--- src/rtl/core/rcat_pkg.sv ---
`timescale 1ns / 1ps
// Shared types, constants and helper functions for the rectangle corner transform.
// No dependencies; every other file in rtl/core uses this package.
package rcat_pkg;

    localparam int CORDIC_STEPS    = 16;
    localparam int STEPS_PER_STAGE = 4;
    localparam int CORDIC_STAGES   = CORDIC_STEPS / STEPS_PER_STAGE;

    typedef logic signed [26:0] cxy_t;
    typedef logic signed [24:0] cz_t;
    typedef logic signed [56:0] prod_t;

    // Start value of x, the inverse CORDIC gain in Q.24.
    localparam cxy_t CORDIC_GAIN = 27'sd10188014;

    // Arctangent of 2^-i in units of a turn / 2^24.
    localparam cz_t ATAN_TURN24 [CORDIC_STEPS] = '{
        25'sd2097152, 25'sd1238021, 25'sd654136, 25'sd332050,
        25'sd166669,  25'sd83416,   25'sd41718,  25'sd20860,
        25'sd10430,   25'sd5215,    25'sd2608,   25'sd1304,
        25'sd652,     25'sd326,     25'sd163,    25'sd81
    };

    localparam logic [1:0] CORNER_LT = 2'd0;
    localparam logic [1:0] CORNER_LB = 2'd1;
    localparam logic [1:0] CORNER_RT = 2'd2;
    localparam logic [1:0] CORNER_RB = 2'd3;

    localparam logic signed [31:0] Q24_MIN = -32'sd8388608;
    localparam logic signed [31:0] Q24_MAX = 32'sd8388607;

    typedef struct packed {
        logic [23:0]        width;
        logic [23:0]        height;
        logic signed [15:0] scale_x;
        logic signed [15:0] scale_y;
        logic signed [23:0] pos_x;
        logic signed [23:0] pos_y;
    } item_t;

    typedef struct packed {
        cxy_t       x;
        cxy_t       y;
        cz_t        z;
        logic [1:0] quad;
        item_t      item;
    } cordic_t;

    typedef struct packed {
        logic signed [15:0] cos_v;
        logic signed [15:0] sin_v;
        item_t              item;
    } trig_t;

    typedef struct packed {
        logic signed [31:0] m00;
        logic signed [31:0] m01;
        logic signed [31:0] m10;
        logic signed [31:0] m11;
        item_t              item;
    } mat_t;

    typedef struct packed {
        prod_t              p_wc;
        prod_t              p_hs;
        prod_t              p_ws;
        prod_t              p_hc;
        logic [23:0]        width;
        logic [23:0]        height;
        logic signed [23:0] pos_x;
        logic signed [23:0] pos_y;
    } corner_src_t;

    // Four rotation-mode CORDIC iterations starting at step base.
    function automatic cordic_t cordic_group(input cordic_t cin, input int base);
        cordic_t t;
        cxy_t    dx;
        cxy_t    dy;
        t = cin;
        for (int j = 0; j < STEPS_PER_STAGE; j++) begin
            dx = t.y >>> (base + j);
            dy = t.x >>> (base + j);
            if (!t.z[24]) begin
                t.x = t.x - dx;
                t.y = t.y + dy;
                t.z = t.z - ATAN_TURN24[base + j];
            end else begin
                t.x = t.x + dx;
                t.y = t.y - dy;
                t.z = t.z + ATAN_TURN24[base + j];
            end
        end
        return t;
    endfunction

    function automatic logic signed [23:0] sat24(input logic signed [31:0] v);
        logic signed [23:0] r;
        if (v < Q24_MIN) begin
            r = Q24_MIN[23:0];
        end else if (v > Q24_MAX) begin
            r = Q24_MAX[23:0];
        end else begin
            r = v[23:0];
        end
        return r;
    endfunction

endpackage

--- src/rtl/core/rcat_cordic.sv ---
`timescale 1ns / 1ps
// Pipelined sine/cosine: four CORDIC stages of four iterations, then a round stage.
// Depends on rcat_pkg.
module rcat_cordic (
    input  logic            clk,
    input  logic            rst_n,
    input  logic            in_valid,
    output logic            in_stall,
    input  logic [15:0]     angle,
    input  rcat_pkg::item_t item,
    output logic            out_valid,
    input  logic            out_stall,
    output rcat_pkg::trig_t trig
);
    import rcat_pkg::*;

    localparam int NV = CORDIC_STAGES + 1;

    cordic_t          stage_reg  [CORDIC_STAGES];
    cordic_t          stage_next [CORDIC_STAGES];
    cordic_t          seed;
    trig_t            trig_reg;
    trig_t            trig_next;
    logic [NV-1:0]    vld_reg;
    logic [NV-1:0]    go;
    cxy_t             xr;
    cxy_t             yr;
    logic signed [15:0] xc;
    logic signed [15:0] yc;
    cordic_t          last_st;

    // A stage can load when it is empty or its content moves on.
    always_comb
    begin
        go[NV-1] = !vld_reg[NV-1] || !out_stall;
        for (int k = NV - 2; k >= 0; k--) begin
            go[k] = !vld_reg[k] || go[k+1];
        end
    end

    assign in_stall = !go[0];

    always_comb
    begin
        seed.x    = CORDIC_GAIN;
        seed.y    = '0;
        seed.z    = cz_t'({angle[13:0], 8'd0});
        seed.quad = angle[15:14];
        seed.item = item;
    end

    for (genvar g = 0; g < CORDIC_STAGES; g++) begin : g_stage
        if (g == 0) begin : g_first
            assign stage_next[g] = cordic_group(seed, 0);
        end else begin : g_rest
            assign stage_next[g] = cordic_group(stage_reg[g-1], g * STEPS_PER_STAGE);
        end

        always_ff @(posedge clk)
        begin
            if (go[g]) begin
                stage_reg[g] <= stage_next[g];
            end
        end
    end

    // Round Q.24 to Q.14, clamp, then fold in the quadrant.
    always_comb
    begin
        last_st = stage_reg[CORDIC_STAGES-1];
        xr = (last_st.x + 27'sd512) >>> 10;
        yr = (last_st.y + 27'sd512) >>> 10;
        if (xr > 27'sd16384) begin
            xc = 16'sd16384;
        end else if (xr < -27'sd16384) begin
            xc = -16'sd16384;
        end else begin
            xc = xr[15:0];
        end
        if (yr > 27'sd16384) begin
            yc = 16'sd16384;
        end else if (yr < -27'sd16384) begin
            yc = -16'sd16384;
        end else begin
            yc = yr[15:0];
        end
        trig_next.item = last_st.item;
        case (last_st.quad)
            2'd0:
            begin
                trig_next.cos_v = xc;
                trig_next.sin_v = yc;
            end
            2'd1:
            begin
                trig_next.cos_v = -yc;
                trig_next.sin_v = xc;
            end
            2'd2:
            begin
                trig_next.cos_v = -xc;
                trig_next.sin_v = -yc;
            end
            default:
            begin
                trig_next.cos_v = yc;
                trig_next.sin_v = -xc;
            end
        endcase
    end

    always_ff @(posedge clk)
    begin
        if (go[NV-1]) begin
            trig_reg <= trig_next;
        end
    end

    always_ff @(posedge clk or negedge rst_n)
    begin
        if (!rst_n) begin
            vld_reg <= '0;
        end else begin
            if (go[0]) begin
                vld_reg[0] <= in_valid;
            end
            for (int k = 1; k < NV; k++) begin
                if (go[k]) begin
                    vld_reg[k] <= vld_reg[k-1];
                end
            end
        end
    end

    assign out_valid = vld_reg[NV-1];
    assign trig      = trig_reg;

endmodule

--- config.mk ---
export PLATFORM = sky130hd
export DESIGN_NAME = rcat_cordic
export DESIGN_NICKNAME = d
export VERILOG_FILES = /design/src/rtl/core/rcat_pkg.sv /design/src/rtl/core/rcat_cordic.sv
export SDC_FILE = /design/constraint.sdc
export NUM_CORES = 2
export LEC_CHECK = 0
export BUFFER_PORTS_ARGS = -buffer_cell sky130_fd_sc_hd__buf_2
export CAP_MARGIN = 20
export CORE_MARGIN = 8
export CORE_UTILIZATION = 35
export CTS_CLUSTER_DIAMETER = 100
export CTS_CLUSTER_SIZE = 12
export DETAILED_ROUTE_END_ITERATION = 10
export GPL_ROUTABILITY_DRIVEN = 0
export GPL_TIMING_DRIVEN = 0
export PLACE_DENSITY = 0.52
export SKIP_LAST_GASP = 1
export SYNTH_ARGS = -nofsm -noshare
export SYNTH_HDL_FRONTEND = slang
export SYNTH_SLANG_ARGS = --single-unit
--- constraint.sdc ---
create_clock -name clk -period 23.1 [get_ports clk]
set_input_delay 2.31 -clock clk [delete_from_list [all_inputs] [get_ports clk]]
set_output_delay 2.31 -clock clk [all_outputs]
set_load 0.03 [all_outputs]
==> load_flow_metrics.sql <==
INSERT INTO impl_metrics (metric_group, metric, value, unit) VALUES
('status', 'run_status', 'finished clean', ''),
('cells_and_area', 'layout_common_cells', '987 x sky130_fd_sc_hd__ha_1, 948 x sky130_fd_sc_hd__edfxtp_1, 833 x sky130_fd_sc_hd__a21oi_1', ''),
('setup_path', 'end_kind', 'register', ''),
('synthesis', 'number_of_enable_type_register_cells_in_the_synthesized_netlist', '948', ''),
('drt', 'detail_route.iter0.violations', '4395', ''),
('die', 'core_area', '240000', 'µm²'),
('cells_and_area', 'largest_register_ff_count', '788', ''),
('drt', 'viasPerCell', '5.35', ''),
('cts', 'hold_buffers', '0', ''),
('cts', 'cts-resized-gates', '0', ''),
('die', 'floorplan.die.width', '506', 'µm'),
('setup_path', 'critical-path-slowest-cell', 'sky130_fd_sc_hd__buf_1', ''),
('cts', 'clkLatencyLatePin', '710', 'ps'),
('sta', 'clock_skew', '70.3', 'ps'),
('setup_path', 'crit_fanout', '17', ''),
('setup_path', 'path_common_cell', 'sky130_fd_sc_hd__a21oi_1', ''),
('drt', 'ant_nets', '0', ''),
('cts', 'clk_pin_slew', '60', 'ps'),
('cells_and_area', 'fillCellCount', '23900', ''),
('synthesis', 'yosys_warning_total', '0', ''),
('sta', 'setup_slack', '4590', 'ps'),
('sta', 'post_layout_minimum_cycle_time', '18510', 'ps'),
('sta', 'timing_worst_slew_pin_value', '1180', 'ps'),
('synthesis', 'post_synth_instance_area', '84100', 'µm²'),
('cts', 'cts_made_buffers', '93', ''),
('setup_path', 'worst-endpoint-arrival', '18940', 'ps'),
('cts', 'cts_setup_buffers', '0', ''),
('placement', 'io_buffer_count', '308', ''),
('setup_path', 'worst_path_largest_cell_delay', '880', 'ps'),
('cts', 'cts.path.max_buffers', '3', ''),
('setup_path', 'critPathLaunchType', 'register', ''),
('cells_and_area', 'post_route_cells_drive_above_1_share', '7.02', '%'),
('cells_and_area', 'nets', '10500', ''),
('cells_and_area', 'multi_input_area', '53200', 'µm²'),
('cells_and_area', 'regArea', '28600', 'µm²'),
('placement', 'dp.cells', '12400', ''),
('die', 'fp.dieArea', '256000', 'µm²'),
('min_path', 'worstHoldPathType', 'reg -> reg', ''),
('die', 'io-pin-count', '310', ''),
('die', 'die_h', '506', 'µm'),
('drt', 'drc_errors', '0', ''),
('die', 'initial_utilization', '35.1', '%'),
('sta', 'maxSlewHeadroom', '21.2', '%'),
('placement', 'preCtsSetupSlack', '4540', 'ps'),
('cells_and_area', 'leading_cell_type_in_the_layout_fill_and_taps_excluded', 'sky130_fd_sc_hd__ha_1', ''),
('cts', 'cts-htree-levels', '3', ''),
('synthesis', 'yosysUniqueCellTypes', '105', ''),
('cts', 'tritoncts', 'done', ''),
('synthesis', 'gate_count_after_technology_mapping', '8886', ''),
('synthesis', 'synthArstFlopShare', '0.525', '%'),
('global_routing', 'grt_antenna_before_repair', '33', ''),
('sta', 'post-route-period-util', '80.1', '%'),
('global_routing', 'via_count_of_the_first_global_routing_pass', '64300', ''),
('cells_and_area', 'area_growth_syn_to_layout', '10.6', '%'),
('cells_and_area', 'final_cell_count_no_fill', '12600', ''),
('setup_path', 'critical_path_start_end_classification', 'reg -> reg', ''),
('drt', 'detailroute.via_count', '67200', ''),
('setup_path', 'critPathRequiredTime', '23530', 'ps'),
('synthesis', 'postSynthRegisterBits', '953', ''),
('global_routing', 'wire_length_of_the_first_global_routing_pass', '362000', 'µm'),
('synthesis', 'synth_area_per_cell', '9.47', 'µm²'),
('die', 'rows', '180', ''),
('cts', 'clock_tree.root_cell', 'sky130_fd_sc_hd__clkbuf_16', ''),
('global_routing', 'grt_overflow', '0', ''),
('global_routing', 'overall_fraction_of_global_route_tracks_in_use', '17.3', '%'),
('drt', 'totalWireLength', '234000', 'µm'),
('synthesis', 'top_flip_flop_cell_by_instance_count_after_synthesis', 'sky130_fd_sc_hd__edfxtp_1', ''),
('sta', 'finalSetupViolations', '0', ''),
('placement', 'dp_hpwl', '193000', 'µm'),
('flow_run', 'maxCapViolations', '0', ''),
('global_routing', 'grt_max_degree', '104', ''),
('synthesis', 'ys_seq_area_share', '34.0', '%'),
('sta', 'final-max-slew-violation-count', '0', ''),
('sta', 'rsz0062_at_grt', 'false', ''),
('cts', 'clkSinkCount', '953', ''),
('drt', 'average_wire_per_standard_cell', '18.7', 'µm'),
('drt', 'dr.pass1.iters', '6', ''),
('sta', 'tns', '0', 'ps'),
('sta', 'timing_hold_violations_final', '0', ''),
('sta', 'achievable-frequency', '0.0540', 'GHz');
cells in the mapped netlist (19+ instances only):
cell type,instances,area share [%]
sky130_fd_sc_hd__xor2_1,413,4.3
sky130_fd_sc_hd__or3_1,76,0.57
sky130_fd_sc_hd__a21boi_0,48,0.43
sky130_fd_sc_hd__o21ai_0,509,3.0
sky130_fd_sc_hd__a211o_1,31,0.32
sky130_fd_sc_hd__o21a_1,154,1.4
sky130_fd_sc_hd__nand2_1,502,2.2
sky130_fd_sc_hd__mux2i_1,87,1.0
sky130_fd_sc_hd__fa_1,34,0.81
sky130_fd_sc_hd__o31ai_1,68,0.61
sky130_fd_sc_hd__nand3b_1,19,0.17
sky130_fd_sc_hd__a21oi_1,833,5.0
sky130_fd_sc_hd__a21o_1,303,2.7
sky130_fd_sc_hd__nand2b_1,129,0.96
sky130_fd_sc_hd__clkbuf_1,133,0.59
sky130_fd_sc_hd__xnor2_1,785,8.2
sky130_fd_sc_hd__mux2_2,49,0.66
sky130_fd_sc_hd__nand3_1,166,0.99
sky130_fd_sc_hd__a31oi_1,101,0.75
sky130_fd_sc_hd__o21bai_1,109,0.97
sky130_fd_sc_hd__ha_1,987,15
sky130_fd_sc_hd__a211oi_1,88,0.79
sky130_fd_sc_hd__a31o_2,26,0.27
sky130_fd_sc_hd__and3_1,67,0.50
sky130_fd_sc_hd__nor4_1,38,0.28
sky130_fd_sc_hd__o22ai_1,26,0.19
sky130_fd_sc_hd__and2_1,64,0.48
sky130_fd_sc_hd__edfxtp_1,948,34
sky130_fd_sc_hd__o211ai_1,32,0.29
sky130_fd_sc_hd__nor3b_1,27,0.24
sky130_fd_sc_hd__o31a_1,25,0.26
sky130_fd_sc_hd__or4_1,20,0.18
sky130_fd_sc_hd__nor2_1,719,3.2
sky130_fd_sc_hd__or2_2,53,0.39
sky130_fd_sc_hd__nor2b_1,120,0.89
sky130_fd_sc_hd__nand4_1,49,0.36
sky130_fd_sc_hd__inv_1,473,2.1
sky130_fd_sc_hd__nor3_1,208,1.2
sky130_fd_sc_hd__o41ai_1,32,0.33
worst max-delay path, delay by kind of cell (launching register included):
family | cells | cell delay (ps)
AOI/OAI and AO/OA | 35 | 8330
and+or+nand+nor | 7 | 1200
buffers and inverters | 15 | 5750
xor gates and xnor gates | 3 | 540
adders and majority gates | 4 | 1700
DFF | 1 | 650
final timing paths:
path	startpoint	end	slack (ps)	cells after the start
setup reg to reg	stage_reg[1][154]$_DFFE_PP_	stage_reg[2][208]$_DFFE_PP_	4590	64
min in group asynchronous	rst_n	vld_reg[4]$_DFFE_PN0P_	1420	1
max in group asynchronous	rst_n	vld_reg[2]$_DFFE_PN0P_	21540	1
hold reg to reg	stage_reg[0][67]$_DFFE_PN_	stage_reg[1][67]$_DFFE_PP_	370	0
hold / removal	stage_reg[0][67]$_DFFE_PN_	stage_reg[1][67]$_DFFE_PP_	370	0
setup / recovery	stage_reg[1][154]$_DFFE_PP_	stage_reg[2][208]$_DFFE_PP_	4590	64
metal layers:
| metal | vias to the layer above | track usage [%] | part of all wire [%] |
|---|---|---|---|
| met5 | - | 0 | 0.012 |
| met4 | 4 | 4.21 | 2.5 |
| met3 | 310 | 1.74 | 3.3 |
| met2 | 1229 | 30.6 | 48 |
| met1 | 31900 | 22.8 | 46 |
| li1 | 33700 | - | - |
stage by stage:
step | hold slack [ps] | cell area [µm²] | utilization [%]
2_1_floorplan | 400 | 84200 | -
4_1_cts | 363 | 93000 | 38.8
5_1_grt | 388 | 93100 | 38.8
6_report | 373 | 93100 | 38.8
3_3_place_gp | 400 | 89700 | 37.4
3_5_place_dp | 405 | 90400 | 37.7
cell families after synthesis:
logic type	synth area share, %
xor+xnor	12.7
simple gates	13.3
other cells	0.00446
mux	1.72
flops	34.0
buf+inv	2.84
compound gates	19.9
fa+ha+maj	15.5
final cells by class:
cell class	count	share of cell area [%]
multi-input cells	7303	57.2
repair buffers	350	2.39
flip-flops and latches	953	30.7
well taps	3185	4.28
diodes	5	0.0134
clock buffers	105	2.55
inverters	476	1.93
clock inverters	17	0.293
plain buffers	157	0.657
Power is left out: the tool's default activity adds up to more than one toggle a clock period on the data nets, which glitch-free logic cannot reach.
