<file path="src/rtl/core/rcat_pkg.sv">
`timescale 1ns / 1ps
// Shared types, constants and helper functions for the rectangle corner transform.
// No dependencies; every other file in rtl/core uses this package.
package rcat_pkg;

    localparam int CORDIC_STEPS    = 16;
    localparam int STEPS_PER_STAGE = 4;
    localparam int CORDIC_STAGES   = CORDIC_STEPS / STEPS_PER_STAGE;

    typedef logic signed [26:0] cxy_t;
    typedef logic signed [24:0] cz_t;
    typedef logic signed [56:0] prod_t;

    // Start value of x, the inverse CORDIC gain in Q.24.
    localparam cxy_t CORDIC_GAIN = 27'sd10188014;

    // Arctangent of 2^-i in units of a turn / 2^24.
    localparam cz_t ATAN_TURN24 [CORDIC_STEPS] = '{
        25'sd2097152, 25'sd1238021, 25'sd654136, 25'sd332050,
        25'sd166669,  25'sd83416,   25'sd41718,  25'sd20860,
        25'sd10430,   25'sd5215,    25'sd2608,   25'sd1304,
        25'sd652,     25'sd326,     25'sd163,    25'sd81
    };

    localparam logic [1:0] CORNER_LT = 2'd0;
    localparam logic [1:0] CORNER_LB = 2'd1;
    localparam logic [1:0] CORNER_RT = 2'd2;
    localparam logic [1:0] CORNER_RB = 2'd3;

    localparam logic signed [31:0] Q24_MIN = -32'sd8388608;
    localparam logic signed [31:0] Q24_MAX = 32'sd8388607;

    typedef struct packed {
        logic [23:0]        width;
        logic [23:0]        height;
        logic signed [15:0] scale_x;
        logic signed [15:0] scale_y;
        logic signed [23:0] pos_x;
        logic signed [23:0] pos_y;
    } item_t;

    typedef struct packed {
        cxy_t       x;
        cxy_t       y;
        cz_t        z;
        logic [1:0] quad;
        item_t      item;
    } cordic_t;

    typedef struct packed {
        logic signed [15:0] cos_v;
        logic signed [15:0] sin_v;
        item_t              item;
    } trig_t;

    typedef struct packed {
        logic signed [31:0] m00;
        logic signed [31:0] m01;
        logic signed [31:0] m10;
        logic signed [31:0] m11;
        item_t              item;
    } mat_t;

    typedef struct packed {
        prod_t              p_wc;
        prod_t              p_hs;
        prod_t              p_ws;
        prod_t              p_hc;
        logic [23:0]        width;
        logic [23:0]        height;
        logic signed [23:0] pos_x;
        logic signed [23:0] pos_y;
    } corner_src_t;

    // Four rotation-mode CORDIC iterations starting at step base.
    function automatic cordic_t cordic_group(input cordic_t cin, input int base);
        cordic_t t;
        cxy_t    dx;
        cxy_t    dy;
        t = cin;
        for (int j = 0; j < STEPS_PER_STAGE; j++) begin
            dx = t.y >>> (base + j);
            dy = t.x >>> (base + j);
            if (!t.z[24]) begin
                t.x = t.x - dx;
                t.y = t.y + dy;
                t.z = t.z - ATAN_TURN24[base + j];
            end else begin
                t.x = t.x + dx;
                t.y = t.y - dy;
                t.z = t.z + ATAN_TURN24[base + j];
            end
        end
        return t;
    endfunction

    function automatic logic signed [23:0] sat24(input logic signed [31:0] v);
        logic signed [23:0] r;
        if (v < Q24_MIN) begin
            r = Q24_MIN[23:0];
        end else if (v > Q24_MAX) begin
            r = Q24_MAX[23:0];
        end else begin
            r = v[23:0];
        end
        return r;
    endfunction

endpackage

</file>
<file path="src/rtl/core/rcat_corner.sv">
`timescale 1ns / 1ps
// Corner sequencer and two result stages: sums, cell division and saturation.
// Depends on rcat_pkg.
module rcat_corner #(
    parameter int BLOCK_SIZE = 32
) (
    input  logic                  clk,
    input  logic                  rst_n,
    input  logic                  in_valid,
    output logic                  in_stall,
    input  rcat_pkg::corner_src_t src,
    output logic                  out_valid,
    input  logic                  out_stall,
    output logic [1:0]            corner,
    output logic                  last,
    output logic signed [23:0]    world_x,
    output logic signed [23:0]    world_y,
    output logic signed [10:0]    cell_x,
    output logic signed [10:0]    cell_y,
    output logic signed [23:0]    box_x,
    output logic signed [23:0]    box_y
);
    import rcat_pkg::*;

    // Cell magnitudes are below 2^MAG_W; divide by multiplying with a rounded-up reciprocal.
    localparam int MAG_W   = 17;
    localparam int BS_EFF  = (BLOCK_SIZE < 1) ? 1 : BLOCK_SIZE;
    localparam int SHIFT   = MAG_W + $clog2(BS_EFF);
    localparam int RECIP_W = SHIFT + 1;
    localparam longint RECIP_L = ((64'sd1 <<< SHIFT) + BS_EFF - 1) / BS_EFF;
    localparam logic [RECIP_W-1:0] RECIP = RECIP_W'(RECIP_L);
    localparam int PROD_W  = MAG_W + RECIP_W;
    localparam int Q_W     = MAG_W + 1;

    corner_src_t seq_reg;
    logic        seq_vld_reg;
    logic [1:0]  k_reg;
    logic        emit;
    logic        seq_go;
    logic        go_a;
    logic        go_b;

    logic        a_vld_reg;
    logic [1:0]  a_k_reg;
    logic signed [57:0] a_wx_reg, a_wx_next;
    logic signed [57:0] a_wy_reg, a_wy_next;
    logic [MAG_W-1:0]   a_cmx_reg, a_cmx_next;
    logic [MAG_W-1:0]   a_cmy_reg, a_cmy_next;
    logic        a_cnx_reg, a_cnx_next;
    logic        a_cny_reg, a_cny_next;
    logic signed [26:0] a_bx_reg, a_bx_next;
    logic signed [26:0] a_by_reg, a_by_next;

    logic        out_vld_reg;
    logic [1:0]  corner_reg;
    logic signed [23:0] world_x_reg, world_x_next;
    logic signed [23:0] world_y_reg, world_y_next;
    logic signed [10:0] cell_x_reg, cell_x_next;
    logic signed [10:0] cell_y_reg, cell_y_next;
    logic signed [23:0] box_x_reg, box_x_next;
    logic signed [23:0] box_y_reg, box_y_next;

    logic        right;
    logic        top;
    prod_t       tx1, ty1, tx2, ty2;
    logic signed [57:0] px_sh;
    logic signed [57:0] py_sh;
    logic signed [26:0] w27, h27, px2, py2, ex, ey, ecx, ecy, amx, amy;
    logic signed [57:0] wxr, wyr;
    logic [PROD_W-1:0]  pcx, pcy;
    logic [Q_W-1:0]     qx, qy;

    assign go_b     = !out_vld_reg || !out_stall;
    assign go_a     = !a_vld_reg || go_b;
    assign emit     = seq_vld_reg && go_a;
    assign seq_go   = !seq_vld_reg || (emit && (k_reg == CORNER_RB));
    assign in_stall = !seq_go;

    // One item is held here while its four corners go out, one per cycle unless the result stages stall.
    always_ff @(posedge clk or negedge rst_n)
    begin
        if (!rst_n) begin
            seq_vld_reg <= 1'b0;
            k_reg       <= CORNER_LT;
        end else if (seq_go) begin
            seq_vld_reg <= in_valid;
            k_reg       <= CORNER_LT;
        end else if (emit) begin
            k_reg <= k_reg + 2'd1;
        end
    end

    always_ff @(posedge clk)
    begin
        if (seq_go) begin
            seq_reg <= src;
        end
    end

    always_comb
    begin
        right = k_reg[1];
        top   = !k_reg[0];
        tx1   = right ? seq_reg.p_wc : -seq_reg.p_wc;
        ty1   = top ? seq_reg.p_hs : -seq_reg.p_hs;
        tx2   = right ? seq_reg.p_ws : -seq_reg.p_ws;
        ty2   = top ? seq_reg.p_hc : -seq_reg.p_hc;
        px_sh = {{7{seq_reg.pos_x[23]}}, seq_reg.pos_x, 27'd0};
        py_sh = {{7{seq_reg.pos_y[23]}}, seq_reg.pos_y, 27'd0};
        a_wx_next = tx1 + ty1 + px_sh;
        a_wy_next = tx2 + ty2 + py_sh;

        w27 = {3'b000, seq_reg.width};
        h27 = {3'b000, seq_reg.height};
        px2 = {{2{seq_reg.pos_x[23]}}, seq_reg.pos_x, 1'b0};
        py2 = {{2{seq_reg.pos_y[23]}}, seq_reg.pos_y, 1'b0};
        ex  = px2 + (right ? w27 : -w27);
        ey  = py2 + (top ? h27 : -h27);

        // Right and top edges step back by one whole unit before the cell lookup.
        ecx = right ? ex - 27'sd512 : ex;
        ecy = top ? ey - 27'sd512 : ey;
        amx = ecx[26] ? -ecx : ecx;
        amy = ecy[26] ? -ecy : ecy;
        a_cnx_next = ecx[26];
        a_cny_next = ecy[26];
        a_cmx_next = amx[25:9];
        a_cmy_next = amy[25:9];

        a_bx_next = (ex + 27'sd1) >>> 1;
        a_by_next = (ey + 27'sd1) >>> 1;
    end

    always_ff @(posedge clk)
    begin
        if (go_a) begin
            a_k_reg   <= k_reg;
            a_wx_reg  <= a_wx_next;
            a_wy_reg  <= a_wy_next;
            a_cmx_reg <= a_cmx_next;
            a_cmy_reg <= a_cmy_next;
            a_cnx_reg <= a_cnx_next;
            a_cny_reg <= a_cny_next;
            a_bx_reg  <= a_bx_next;
            a_by_reg  <= a_by_next;
        end
    end

    always_comb
    begin
        wxr = (a_wx_reg + 58'sd67108864) >>> 27;
        wyr = (a_wy_reg + 58'sd67108864) >>> 27;
        world_x_next = sat24(wxr[31:0]);
        world_y_next = sat24(wyr[31:0]);

        pcx = a_cmx_reg * RECIP;
        pcy = a_cmy_reg * RECIP;
        qx  = pcx[SHIFT +: Q_W];
        qy  = pcy[SHIFT +: Q_W];
        if (a_cnx_reg) begin
            cell_x_next = (qx > Q_W'(1024)) ? -11'sd1024 : -qx[10:0];
        end else begin
            cell_x_next = (qx > Q_W'(1023)) ? 11'sd1023 : qx[10:0];
        end
        if (a_cny_reg) begin
            cell_y_next = (qy > Q_W'(1024)) ? -11'sd1024 : -qy[10:0];
        end else begin
            cell_y_next = (qy > Q_W'(1023)) ? 11'sd1023 : qy[10:0];
        end

        box_x_next = sat24(32'(a_bx_reg));
        box_y_next = sat24(32'(a_by_reg));
    end

    always_ff @(posedge clk)
    begin
        if (go_b) begin
            corner_reg  <= a_k_reg;
            world_x_reg <= world_x_next;
            world_y_reg <= world_y_next;
            cell_x_reg  <= cell_x_next;
            cell_y_reg  <= cell_y_next;
            box_x_reg   <= box_x_next;
            box_y_reg   <= box_y_next;
        end
    end

    always_ff @(posedge clk or negedge rst_n)
    begin
        if (!rst_n) begin
            a_vld_reg   <= 1'b0;
            out_vld_reg <= 1'b0;
        end else begin
            if (go_a) begin
                a_vld_reg <= emit;
            end
            if (go_b) begin
                out_vld_reg <= a_vld_reg;
            end
        end
    end

    assign out_valid = out_vld_reg;
    assign corner    = corner_reg;
    assign last      = (corner_reg == CORNER_RB);
    assign world_x   = world_x_reg;
    assign world_y   = world_y_reg;
    assign cell_x    = cell_x_reg;
    assign cell_y    = cell_y_reg;
    assign box_x     = box_x_reg;
    assign box_y     = box_y_reg;

endmodule

</file>
<file path="config.mk">
export PLATFORM = sky130hd
export DESIGN_NAME = rcat_corner
export DESIGN_NICKNAME = d
export VERILOG_FILES = /design/src/rtl/core/rcat_pkg.sv /design/src/rtl/core/rcat_corner.sv
export SDC_FILE = /design/constraint.sdc
export NUM_CORES = 2
export LEC_CHECK = 0
export BUFFER_PORTS_ARGS = -buffer_cell sky130_fd_sc_hd__buf_2
export CAP_MARGIN = 20
export CORE_UTILIZATION = 55
export DETAILED_ROUTE_END_ITERATION = 6
export MAX_ROUTING_LAYER = met4
export PLACE_DENSITY = 0.76
export SYNTH_ARGS = -nofsm -noshare
export SYNTH_HDL_FRONTEND = slang
export SYNTH_SLANG_ARGS = --single-unit
</file>
<file path="constraint.sdc">
create_clock -name clk -period 33.3 [get_ports clk]
set_clock_uncertainty 0.15 [all_clocks]
set_input_delay 6.66 -clock clk [delete_from_list [all_inputs] [get_ports clk]]
set_output_delay 6.66 -clock clk [all_outputs]
set_load 0.005 [all_outputs]
</file>
==> summary.md <==
| Metric | Value |
|---|---|
| Status | `complete, no violations` |
| Period minus WS final | `15.11 ns` |
| Initial antenna violation count | `13` |
| Critical path peak fanout | `40` |
| Commonest cells after routing, fill and taps aside | `edfxtp_1 (588), buf_2 (450), xnor2_1 (300)` |
| Setup CP Type | `input port to primary output` |
| Sequential share of the synthesized area | `47.2%` |
| CP top delay family | `buffers and inverters` |
| Clk buf depth | `3` |
| Syn avg cell area | `10.9 sq um` |
| Maximum clock frequency | `0.0662 GHz` |
| WL final | `96.9 mm` |
| CTS tree | `done` |
| CP Launch Type | `input port` |
| Clk_lat worst skew | `0.61 ns` |
| Most used cell, CP | `buf_2` |
| Clk pin slew, worst setup/hold paths | `0.06 ns` |
| Post-CTS Setup Bufs | `0` |
| Critical Path, Cell by Cell | `buf_2 > nand3_4 > buf_4 > nand2_1 > nand2_4 > inv_1 > buf_2` |
| Die width | `264 microns` |
| Vias in the first global route | `27100` |
| GRT Util Overall | `28.4%` |
| H-tree lvl count | `3` |
| Num rows | `95` |
| Initial drt markers | `2661` |
| Count of final hold-check violations | `0` |
| CP Depth | `7` |
| Initial core utilization | `55.8%` |
| R2r setup slk | `25.86 ns` |
| Cts hold-fix bufs | `0` |
| RSZ-0062 raised after global routing | `false` |
| Final TNS setup | `0 ns` |
| First drt pass iteration count | `5` |
| Area growth, synth to finish | `14.3%` |
| Nets | `4538` |
| Top FF cell, synth | `edfxtp_1` |
| Syn Std Cell Area | `0.0377 sq mm` |
| Largest register FFs | `252` |
| Remaining DRCs | `0` |
| Asr flop ratio synth | `0.843%` |
| First-pass GRT wire length | `149 mm` |
| I/O pin count | `451` |
| Post-DR vias/cell | `5.92` |
| CTS buffer count | `66` |
| Crit Reg-Reg Endpoint | `a_wy_reg[57]` |
| Crit path required time | `26.49 ns` |
| YS warnings | `0` |
| Flops & latches, synth | `593` |
| Number of flops mapped to enable cells by yosys | `588` |
| Fin. max-slew vios | `0` |
| Setup crit end | `in_stall` |
| Hold path depth | `0` |
| CP peak stage delay | `0.55 ns` |
| Count of unique library cells instantiated by Yosys | `91` |
| Final setup fails | `0` |
| Synthesized Nets | `4089` |
| CTS root buf | `clkbuf_16` |
| Crit path DAT | `8.30 ns` |
| Post-DP HPWL | `75.7 mm` |
| Detail Route Antenna Nets | `0` |
| Post-CTS sizing | `0` |
| Largest net degree at the start of global routing | `179` |
| Worst slew pin tran | `1.19 ns` |
| Min-delay worst type | `register to register` |
| Slew headroom | `19.8%` |
| Buffers on Ports | `450` |
| Die footprint | `0.0696 sq mm` |
| Commonest non-fill, non-tap cell in the layout | `edfxtp_1` |
| Reg-to-reg startpoint | `seq_reg[104]` |
| MaxCap Viol Count | `0` |
| Worst Setup SP | `out_stall` |
| Fin crit share | `45.4%` |
| GRT Residual Overflow | `0` |
| Buffers and inverters on the worst path | `4` |
| Slowest-stage cell, CP | `nand2_4` |
| CP Capture Type | `primary output` |
| Layout cells sized above 1 | `15.9%` |
| Final Wtd Congestion | `0.940` |
| Post-Synthesis Cells | `3467` |
| Clock tree sinks | `593` |
| WL/cell | `20.0 microns` |
| Via Count | `28700` |
| Placeable Area | `0.0675 sq mm` |
| Number of cells on the worst reg-to-reg path | `19` |
| Die height | `264 microns` |
cells by family (layout without fill, tap and decap cells):
logic type | Yosys count | in the layout | synth area share [%]
AND/OR/NAND/NOR | 1104 | 1104 | 14.8
AO/OA/AOI/OAI | 785 | 785 | 13.6
flip-flops | 593 | 593 | 47.2
XOR/XNOR | 480 | 480 | 11.2
adder cells (fa/ha/maj) | 294 | 294 | 11.0
buffers and inverters | 199 | 696 | 1.98
multiplexers | 12 | 12 | 0.332
other | 0 | 12 | 0
cell usage after synthesis (all sizes together), types with 41 or more instances:
library cell	number	area [sq um]
o31ai	51	388
nor2	246	923
and3	50	313
nand2	277	1040
nor3	122	616
clkbuf	82	308
or3	49	312
a31oi	41	257
xor2	179	1570
o21ai	130	651
nand3	81	405
a21oi	257	1290
nand4	49	307
edfxtp	588	17700
a21o	79	593
inv	101	379
xnor2	301	2640
fa	62	1240
ha	232	2900
stage by stage:
stage | util (%) | hold slack, ns | worst slack [ns] | cell area, sq um | instances
after floorplan | - | 0.250 | 9.01 | 37700 | 3467
after global placement | 60.7 | 0.269 | 18.20 | 41000 | 4721
after detailed placement | 60.7 | 0.260 | 18.18 | 41000 | 4721
after CTS | 63.8 | 0.274 | 18.17 | 43100 | 4837
after global routing | 63.8 | 0.275 | 18.07 | 43100 | 4848
final | 63.8 | 0.272 | 18.19 | 43100 | 4849
worst min path at each step:
stage	start	slack, ns	to
after detailed placement	a_k_reg[0]	0.26	corner[0]
after global routing	a_k_reg[0]	0.28	corner[0]
after CTS	a_k_reg[0]	0.27	corner[0]
after floorplan	a_k_reg[0]	0.25	corner[0]
after global placement	a_k_reg[1]	0.27	corner[1]
final	a_k_reg[0]	0.27	corner[0]
metal layers:
layer	global-route usage (%)	wire [microns]	vias up
met5	-	0	-
met4	7.42	2350	0
met3	4.05	6760	145
met2	43.5	44200	1037
met1	39.7	43600	13600
li1	-	-	13900
layout make-up:
type	count	area [sq um]
diodes	12	30.0
clock buffers	79	1760
clock inverters	37	325
fillers	5333	24400
inverters	101	379
multi-input cells	2675	19200
flip-flops and latches	593	17800
well taps	873	1090
repair buffers	479	2490
Power is not shown: default switching activity piles up to over one toggle a cycle in this logic, so the estimate is an artifact.
